[src/design/kmp_pkg.sv]
`default_nettype none

package kmp_pkg;

  // Default pattern capacity in bytes
  localparam int unsigned MAX_PATTERN_DEF = 64;

  // Command codes carried in the slave tuser field
  localparam logic [1:0] CMD_NEW_PATTERN = 2'd0;
  localparam logic [1:0] CMD_APPEND      = 2'd1;
  localparam logic [1:0] CMD_TEXT        = 2'd2;

  localparam int unsigned CMD_W    = 2;
  localparam int unsigned SYMBOL_W = 8;
  localparam int unsigned POS_W    = 32;

endpackage

`default_nettype wire

[src/design/kmp_stream_matcher_unit.sv]
`default_nettype none

// Streaming Knuth-Morris-Pratt matcher. Every slave transaction carries a
// command in tuser (0 start a new pattern with this byte, 1 append a pattern
// byte, 2 text byte) and a byte in tdata, and yields exactly one master
// transaction. Pattern bytes are kept in an on-chip memory of MaxPattern
// entries together with their failure-function entries, which are built as
// the bytes arrive; bytes beyond capacity are dropped and flagged. Text bytes
// advance the match and report the zero-based start of each occurrence
// (overlaps included); the text position counter wraps at 2^32 and is cleared
// by command 0. Each transaction is handled by a small sequencer around one
// compare unit and one read port per memory: every compare/fallback step is a
// memory read followed by a compare (StRd, then StCmp). A text byte that
// follows a full match first reads the failure entry of the whole pattern
// (StFRd, StFLd), and commands that need no search go straight to StDone.
// Fallbacks are amortized. The slave side is ready only while the sequencer
// is idle; a result waits in the master output register until taken.
module kmp_stream_matcher_unit #(
  parameter int unsigned MaxPattern = kmp_pkg::MAX_PATTERN_DEF
) (
  input  wire logic        clk_i,
  input  wire logic        rst_ni,
  // slave stream
  input  wire logic        s_axis_tvalid,
  output logic             s_axis_tready,
  input  wire logic [7:0]  s_axis_tdata,   // [7:0] symbol
  input  wire logic [1:0]  s_axis_tuser,   // [1:0] cmd
  // master stream
  output logic             m_axis_tvalid,
  input  wire logic        m_axis_tready,
  output logic [31:0]      m_axis_tdata,   // [31:0] match_start
  output logic [1:0]       m_axis_tuser    // [0] match_found, [1] pattern_full
);

  localparam int unsigned IdxW = (MaxPattern > 1) ? $clog2(MaxPattern) : 1;
  localparam int unsigned LenW = $clog2(MaxPattern + 1);
  localparam logic [LenW-1:0] MaxLen = LenW'(MaxPattern);

  // sequencer codes
  localparam logic [2:0] StIdle = 3'd0;
  localparam logic [2:0] StFRd  = 3'd1;  // read failure entry of whole pattern
  localparam logic [2:0] StFLd  = 3'd2;  // take it as the start length
  localparam logic [2:0] StRd   = 3'd3;  // read pattern/failure at k
  localparam logic [2:0] StCmp  = 3'd4;  // compare and step
  localparam logic [2:0] StDone = 3'd5;  // hand result to output register

  logic [2:0] state_q, state_d;

  // block state
  logic [LenW-1:0] plen_q, plen_d;
  logic [LenW-1:0] mlen_q, mlen_d;
  logic [IdxW-1:0] build_q, build_d;
  logic [kmp_pkg::POS_W-1:0] tpos_q, tpos_d;

  // working registers
  logic [LenW-1:0] k_q, k_d;
  logic [kmp_pkg::SYMBOL_W-1:0] sym_q, sym_d;
  logic text_q, text_d;

  // pending result
  logic res_found_q, res_found_d;
  logic res_full_q, res_full_d;
  logic [kmp_pkg::POS_W-1:0] res_start_q, res_start_d;

  // output register
  logic out_valid_q, out_valid_d;
  logic [31:0] out_start_q, out_start_d;
  logic out_found_q, out_found_d;
  logic out_full_q, out_full_d;

  // memories
  logic [7:0]      pat_mem  [MaxPattern];
  logic [IdxW-1:0] fail_mem [MaxPattern];
  logic [7:0]      pat_rd_q;
  logic [IdxW-1:0] fail_rd_q;
  logic [IdxW-1:0] pat_raddr, fail_raddr;
  logic            wr_en;
  logic [IdxW-1:0] wr_addr;
  logic [7:0]      wr_pat;
  logic [IdxW-1:0] wr_fail;

  logic            accept;
  logic [LenW-1:0] fail_ext;
  logic [LenW-1:0] k_step;
  logic            sym_hit;

  assign accept        = s_axis_tvalid && s_axis_tready;
  assign s_axis_tready = (state_q == StIdle);
  assign m_axis_tvalid = out_valid_q;
  assign m_axis_tdata  = out_start_q;
  assign m_axis_tuser  = {out_full_q, out_found_q};

  // read addresses
  assign pat_raddr  = k_q[IdxW-1:0];
  assign fail_raddr = (state_q == StFRd) ? IdxW'(plen_q - LenW'(1))
                                         : IdxW'(k_q - LenW'(1));

  // shared compare unit
  assign fail_ext = LenW'(fail_rd_q);
  assign sym_hit  = (pat_rd_q == sym_q);
  assign k_step   = k_q + LenW'(1);

  // memory ports
  always_ff @(posedge clk_i) begin
    if (wr_en) begin
      pat_mem[wr_addr]  <= wr_pat;
      fail_mem[wr_addr] <= wr_fail;
    end
    pat_rd_q  <= pat_mem[pat_raddr];
    fail_rd_q <= fail_mem[fail_raddr];
  end

  // sequencer
  always_comb begin
    state_d     = state_q;
    plen_d      = plen_q;
    mlen_d      = mlen_q;
    build_d     = build_q;
    tpos_d      = tpos_q;
    k_d         = k_q;
    sym_d       = sym_q;
    text_d      = text_q;
    res_found_d = res_found_q;
    res_full_d  = res_full_q;
    res_start_d = res_start_q;
    out_valid_d = out_valid_q;
    out_start_d = out_start_q;
    out_found_d = out_found_q;
    out_full_d  = out_full_q;
    wr_en       = 1'b0;
    wr_addr     = '0;
    wr_pat      = sym_q;
    wr_fail     = '0;

    if (out_valid_q && m_axis_tready) begin
      out_valid_d = 1'b0;
    end

    case (state_q)
      StIdle: begin
        if (accept) begin
          sym_d       = s_axis_tdata;
          res_found_d = 1'b0;
          res_full_d  = 1'b0;
          res_start_d = '0;
          state_d     = StDone;
          if (s_axis_tuser == kmp_pkg::CMD_NEW_PATTERN ||
              (s_axis_tuser == kmp_pkg::CMD_APPEND && plen_q == '0)) begin
            if (s_axis_tuser == kmp_pkg::CMD_NEW_PATTERN) begin
              mlen_d = '0;
              tpos_d = '0;
            end
            wr_en   = 1'b1;
            wr_addr = '0;
            wr_pat  = s_axis_tdata;
            wr_fail = '0;
            plen_d  = LenW'(1);
            build_d = '0;
          end else if (s_axis_tuser == kmp_pkg::CMD_APPEND) begin
            if (plen_q >= MaxLen) begin
              res_full_d = 1'b1;
            end else begin
              text_d  = 1'b0;
              k_d     = LenW'(build_q);
              state_d = StRd;
            end
          end else if (s_axis_tuser == kmp_pkg::CMD_TEXT) begin
            tpos_d = tpos_q + kmp_pkg::POS_W'(1);
            if (plen_q != '0) begin
              text_d = 1'b1;
              if (mlen_q >= plen_q) begin
                state_d = StFRd;
              end else begin
                k_d     = mlen_q;
                state_d = StRd;
              end
            end
          end
        end
      end
      StFRd: begin
        state_d = StFLd;
      end
      StFLd: begin
        k_d     = fail_ext;
        state_d = StRd;
      end
      StRd: begin
        state_d = StCmp;
      end
      StCmp: begin
        if (k_q != '0 && !sym_hit) begin
          // mismatch: fall back through the failure table
          k_d     = (fail_ext < k_q) ? fail_ext : '0;
          state_d = StRd;
        end else begin
          k_d = sym_hit ? k_step : k_q;
          state_d = StDone;
          if (text_q) begin
            mlen_d = k_d;
            if (k_d == plen_q) begin
              res_found_d = 1'b1;
              res_start_d = tpos_q - kmp_pkg::POS_W'(plen_q);
            end
          end else begin
            wr_en   = 1'b1;
            wr_addr = plen_q[IdxW-1:0];
            wr_pat  = sym_q;
            wr_fail = k_d[IdxW-1:0];
            build_d = k_d[IdxW-1:0];
            plen_d  = plen_q + LenW'(1);
          end
        end
      end
      StDone: begin
        if (!out_valid_q || m_axis_tready) begin
          out_valid_d = 1'b1;
          out_start_d = res_start_q;
          out_found_d = res_found_q;
          out_full_d  = res_full_q;
          state_d     = StIdle;
        end
      end
      default: begin
        state_d = StIdle;
      end
    endcase
  end

  // control registers
  always_ff @(posedge clk_i or negedge rst_ni) begin
    if (!rst_ni) begin
      state_q     <= StIdle;
      plen_q      <= '0;
      mlen_q      <= '0;
      build_q     <= '0;
      tpos_q      <= '0;
      out_valid_q <= 1'b0;
    end else begin
      state_q     <= state_d;
      plen_q      <= plen_d;
      mlen_q      <= mlen_d;
      build_q     <= build_d;
      tpos_q      <= tpos_d;
      out_valid_q <= out_valid_d;
    end
  end

  // payload registers
  always_ff @(posedge clk_i) begin
    k_q         <= k_d;
    sym_q       <= sym_d;
    text_q      <= text_d;
    res_found_q <= res_found_d;
    res_full_q  <= res_full_d;
    res_start_q <= res_start_d;
    out_start_q <= out_start_d;
    out_found_q <= out_found_d;
    out_full_q  <= out_full_d;
  end

  // checks
  a_match_le_len: assert property (@(posedge clk_i) disable iff (!rst_ni)
    mlen_q <= plen_q)
    else $error("match length exceeds pattern length");

  a_build_lt_len: assert property (@(posedge clk_i) disable iff (!rst_ni)
    (plen_q != '0) |-> (LenW'(build_q) < plen_q))
    else $error("build length not below pattern length");

  a_k_in_range: assert property (@(posedge clk_i) disable iff (!rst_ni)
    (state_q == StCmp) |-> (k_q < plen_q))
    else $error("search index beyond pattern");

  a_flags_exclusive: assert property (@(posedge clk_i) disable iff (!rst_ni)
    out_valid_q |-> !(out_found_q && out_full_q))
    else $error("match and overflow flagged together");

  a_one_result: assert property (@(posedge clk_i) disable iff (!rst_ni)
    (state_q == StDone && (!out_valid_q || m_axis_tready)) |=>
      (out_valid_q && state_q == StIdle))
    else $error("result not delivered to output register");

endmodule

`default_nettype wire

[config.mk]
export PLATFORM = sky130hd
export DESIGN_NAME = kmp_stream_matcher_unit
export DESIGN_NICKNAME = d
export VERILOG_FILES = /design/src/design/kmp_pkg.sv /design/src/design/kmp_stream_matcher_unit.sv
export SDC_FILE = /design/constraint.sdc
export NUM_CORES = 1
export LEC_CHECK = 0
export CAP_MARGIN = 30
export CORE_ASPECT_RATIO = 1.1
export CORE_MARGIN = 2
export CORE_UTILIZATION = 65
export CTS_BUF_LIST = sky130_fd_sc_hd__clkbuf_2 sky130_fd_sc_hd__clkbuf_4 sky130_fd_sc_hd__clkbuf_8
export DETAILED_ROUTE_END_ITERATION = 7
export DONT_BUFFER_PORTS = 1
export GPL_ROUTABILITY_DRIVEN = 0
export GPL_TIMING_DRIVEN = 0
export PLACE_DENSITY = 0.81
export SLEW_MARGIN = 40
export SYNTH_ARGS = -nofsm -noshare
export SYNTH_HDL_FRONTEND = slang
export SYNTH_SLANG_ARGS = --single-unit
[constraint.sdc]
create_clock -name clk_i -period 8.8 [get_ports clk_i]
set_input_delay 1.76 -clock clk_i [delete_from_list [all_inputs] [get_ports clk_i]]
set_output_delay 1.76 -clock clk_i [all_outputs]
set_load 0.005 [all_outputs]
==> reports/summary.md <==
### Run status
* status: finished clean

### Floorplan
* IO Count: 50
* Die X: 247 µm
* area inside the core boundary: 0.0647 mm²
* row cnt: 98
* DIE AREA: 0.0671 mm²
* Starting Density: 65.3%
* y dimension of the die: 272 µm

### Layout
* most frequent cells in the layout: 980 x edfxtp_1, 262 x mux4_2, 165 x clkbuf_8
* share of the core filled with cells in the final layout: 73.6%
* commonest non-fill, non-tap cell in the layout: edfxtp_1
* synthesis-to-layout area growth: 12.6%
* # nets final: 2,418
* layout cells sized above 1: 28.4%
* Final Non-Filler Cells: 3,358
* fill cell instance count of the final layout: 3,469

### STA
* highest clock rate: 0.168 GHz
* final-report max-slew violation count: 0
* remaining max-slew budget at the tightest pin: 29.9%
* setup TNS: 0 ns
* final setup vio count: 0
* unrepaired setup endpoints after global routing: no
* fin crit period: 5.95 ns
* least setup slack across all paths after layout: 2.85 ns
* Setup Skew: 0.0498 ns
* transition time at the pin with the least slew margin: 1.05 ns
* final worst path period share: 67.6%
* Hold Fails Final Rpt: 0

### Detailed routing
* Avg Vias per Cell: 6.82
* routed wirelength normalized by instance count: 30.7 µm
* total length of routed wires: 103,000 µm
* total number of vias: 22,900
* DRC viols: 0
* detailed-routing iteration count for the pre-antenna-repair pass: 7
* post-detailed-route count of antenna-violating nets: 0
* number of DRC markers in iteration 0: 3,003

### GRT
* antenna violations before repair: 6
* total routing resource utilization after global routing: 30.9%
* global-route wire length before repair: 148,000 µm
* via count of the first global-routing pass: 23,200
* maximum number of pins on one net before global-route repair: 65
* total overflow reported by the global router: 0

### Critical path
* worst-path cell chain: clkbuf_1 -> inv_1 -> mux2i_4 -> clkbuf_2 -> inv_1 -> ha_1 -> xnor2_2 -> clkbuf_1 -> buf_1 -> mux2i_1 -> mux2i_1 -> a22oi_1 -> nand2_1
* kind of cell with the highest combined delay on the critical path: buffers and inverters
* largest fanout on the critical path: 10
* arrival time of the worst setup path: 6.74 ns
* R2R depth: 13
* category of the worst setup path capture point: register
* Bufs and invs on worst path: 6
* startpoint type of the worst setup path: register
* required time worst endpoint: 9.59 ns
* startpoint of the worst-slack reg-to-reg timing path: k_q[0]
* worst reg2reg setup slack: 2.85 ns
* endpoint of the worst register-to-register path: fail_rd_q[2]
* type of the worst setup path: reg -> reg
* stage delay of the slowest cell on the critical path: 0.78 ns
* Slowest cell on crit path: clkbuf_1

### Yosys
* Synth Cell Area: 0.0423 mm²
* number of enable flip-flop cells after synthesis: 980
* xor-xnor portion of the synthesized cell area: 1.14%
* synthesized-area fraction occupied by ao, oa, aoi and oai cells: 2.57%
* Synth Flop Type: edfxtp_1
* multiplexer share of the synthesized area: 16.1%
* area share of and/or/nand/nor cells after synthesis: 4.32%
* Yosys warnings: 0
* post-synth top area cell: edfxtp_1
* post-synthesis average cell area: 19.4 µm²
* Netlist cell types: 70
* adder-cell area share of the yosys netlist: 0.876%
* number of standard cells after synthesis: 2,181
* Area contributors post-synth: edfxtp_1 70%, mux4_2 14%, dfrtp_1 3.3%
* share of Yosys cell area claimed by the top area cell type: 69.6%
* Async SR Flop Fraction: 5.33%
* flops & latches, synth: 1,050
* sequential area share after synthesis: 73.6%
* post-synthesis net count: 2,224
* combinational family with the most area after synthesis: multiplexers

### Clocking
* TritonCTS clock tree: done
* number of hold buffers added after cts: 0
* buffers from clock root to sink, at most: 3
* Clock Latency Late Sink: 0.85 ns
* count of cells resized by post-cts repair: 0
* number of buffers inserted to repair setup after CTS: 0
* clock sink count: 1,050
* clock buffer count from CTS: 159
* clock slew seen by the registers of the worst setup and hold paths: 0.07 ns
* H-tree levels: 4
* clock root buffer: clkbuf_8

### Worst hold path
* end of the worst hold path: m_axis_tdata[17]
* origin of the worst min-delay path: res_start_q[17]
* worst hold path cell count: 0
* Worst Hold Class: reg -> reg

### Pwr
* internal cell power: 10.2 mW
* switch share: 35.7%
* net switching power of the design: 5.66 mW
* total power density per cell area: 333 mW/mm²
* share of total power in sequential cells: 37.2%
* VDD IR-drop max: 363 µV
* share of power burned in the clock network: 25.0%
* Logic pwr share: 37.8%
* Static Leak: 16.3 nW

### Placed design
* count of input and output buffers: 0
* setup slack at placement: 2.94 ns
* half-perimeter wire length after placement: 67,100 µm
* Post-Place Cells: 3,062

### Flow run
* number of maximum-capacitance constraint violations: 0

## cell usage after synthesis (22+ instances only)
cell,count
nor2_1,139
inv_1,36
nand2_1,66
edfxtp_1,980
buf_1,31
dfrtp_1,56
o21ai_0,32
a21oi_1,49
xor2_1,25
ha_1,28
clkbuf_1,82
xnor2_1,30
mux2i_1,80
mux4_2,262
nor3_1,22
## registers in the layout, indices dropped and copies added, names as in the netlist, 3 cells and up
name          cells
build_q           6
fail_mem        384
fail_rd_q         6
k_q               7
m_axis_tdata     32
mlen_q            7
pat_mem         512
pat_rd_q          8
plen_q            7
res_start_q      32
state_q           3
sym_q             8
tpos_q           32
## power by group through the flow
stage | combinational [mW] | sequential, mW | clock [mW]
6_report | 6.00 | 5.90 | 3.97
5_1_grt | 6.23 | 5.91 | 4.20
4_1_cts | 5.81 | 5.89 | 3.99
3_5_place_dp | 5.79 | 6.00 | 0
3_3_place_gp | 5.57 | 6.00 | 0
2_1_floorplan | 3.92 | 5.95 | 0
## per-layer routing
metal / GRT usage (%) / part of all wire (%) / vias to the layer above
met5: 0 / 0.022 / -
met4: 13.5 / 5.1 / 2
met3: 8.61 / 11 / 344
met2: 49.6 / 50 / 1599
met1: 40.3 / 34 / 11700
li1: - / - / 9286
## cell families (layout without fill, tap and decap cells)
| logic type | after synthesis | in the layout |
|---|---|---|
| xor+xnor | 55 | 55 |
| buf+inv | 158 | 480 |
| compound gates | 168 | 168 |
| fa+ha+maj | 29 | 29 |
| mux | 351 | 351 |
| flops | 1050 | 1050 |
| simple gates | 370 | 370 |
| other cells | 0 | 5 |
## cell type report
type / count / area (µm²) / share of cell area [%]
antenna: 5 / 12.5 / 0.0263
inverter: 39 / 146 / 0.307
timing repair buffer: 33 / 419 / 0.880
sequential: 1050 / 31100 / 65.3
clock inverter: 78 / 542 / 1.14
buffer: 119 / 528 / 1.11
tap: 850 / 1060 / 2.23
clock buffer: 211 / 2620 / 5.49
multi-input combinational: 973 / 11200 / 23.5
## worst max path at each step
| stage | from | to | slack [ns] | cells after the start |
|---|---|---|---|---|
| floorplan | s_axis_tvalid | res_found_q | 2.18 | 8 |
| global placement | s_axis_tvalid | res_start_q[10] | 0.70 | 8 |
| detailed placement | k_q[0] | fail_rd_q[0] | 2.94 | 14 |
| CTS | k_q[0] | fail_rd_q[0] | 2.91 | 14 |
| global route | k_q[0] | fail_rd_q[0] | 2.83 | 14 |
| finish | k_q[0] | fail_rd_q[2] | 2.85 | 13 |
## through the flow
| stage | area, µm² | total power, mW | hold slack [ns] |
|---|---|---|---|
| 6_report | 47600 | 15.9 | 0.407 |
| 5_1_grt | 47600 | 16.3 | 0.425 |
| 4_1_cts | 47300 | 15.7 | 0.415 |
| 3_5_place_dp | 44200 | 11.8 | 0.405 |
| 3_3_place_gp | 43400 | 11.6 | 0.404 |
| 2_1_floorplan | 42300 | 9.87 | 0.400 |
Power figures use the tool's default switching activity.
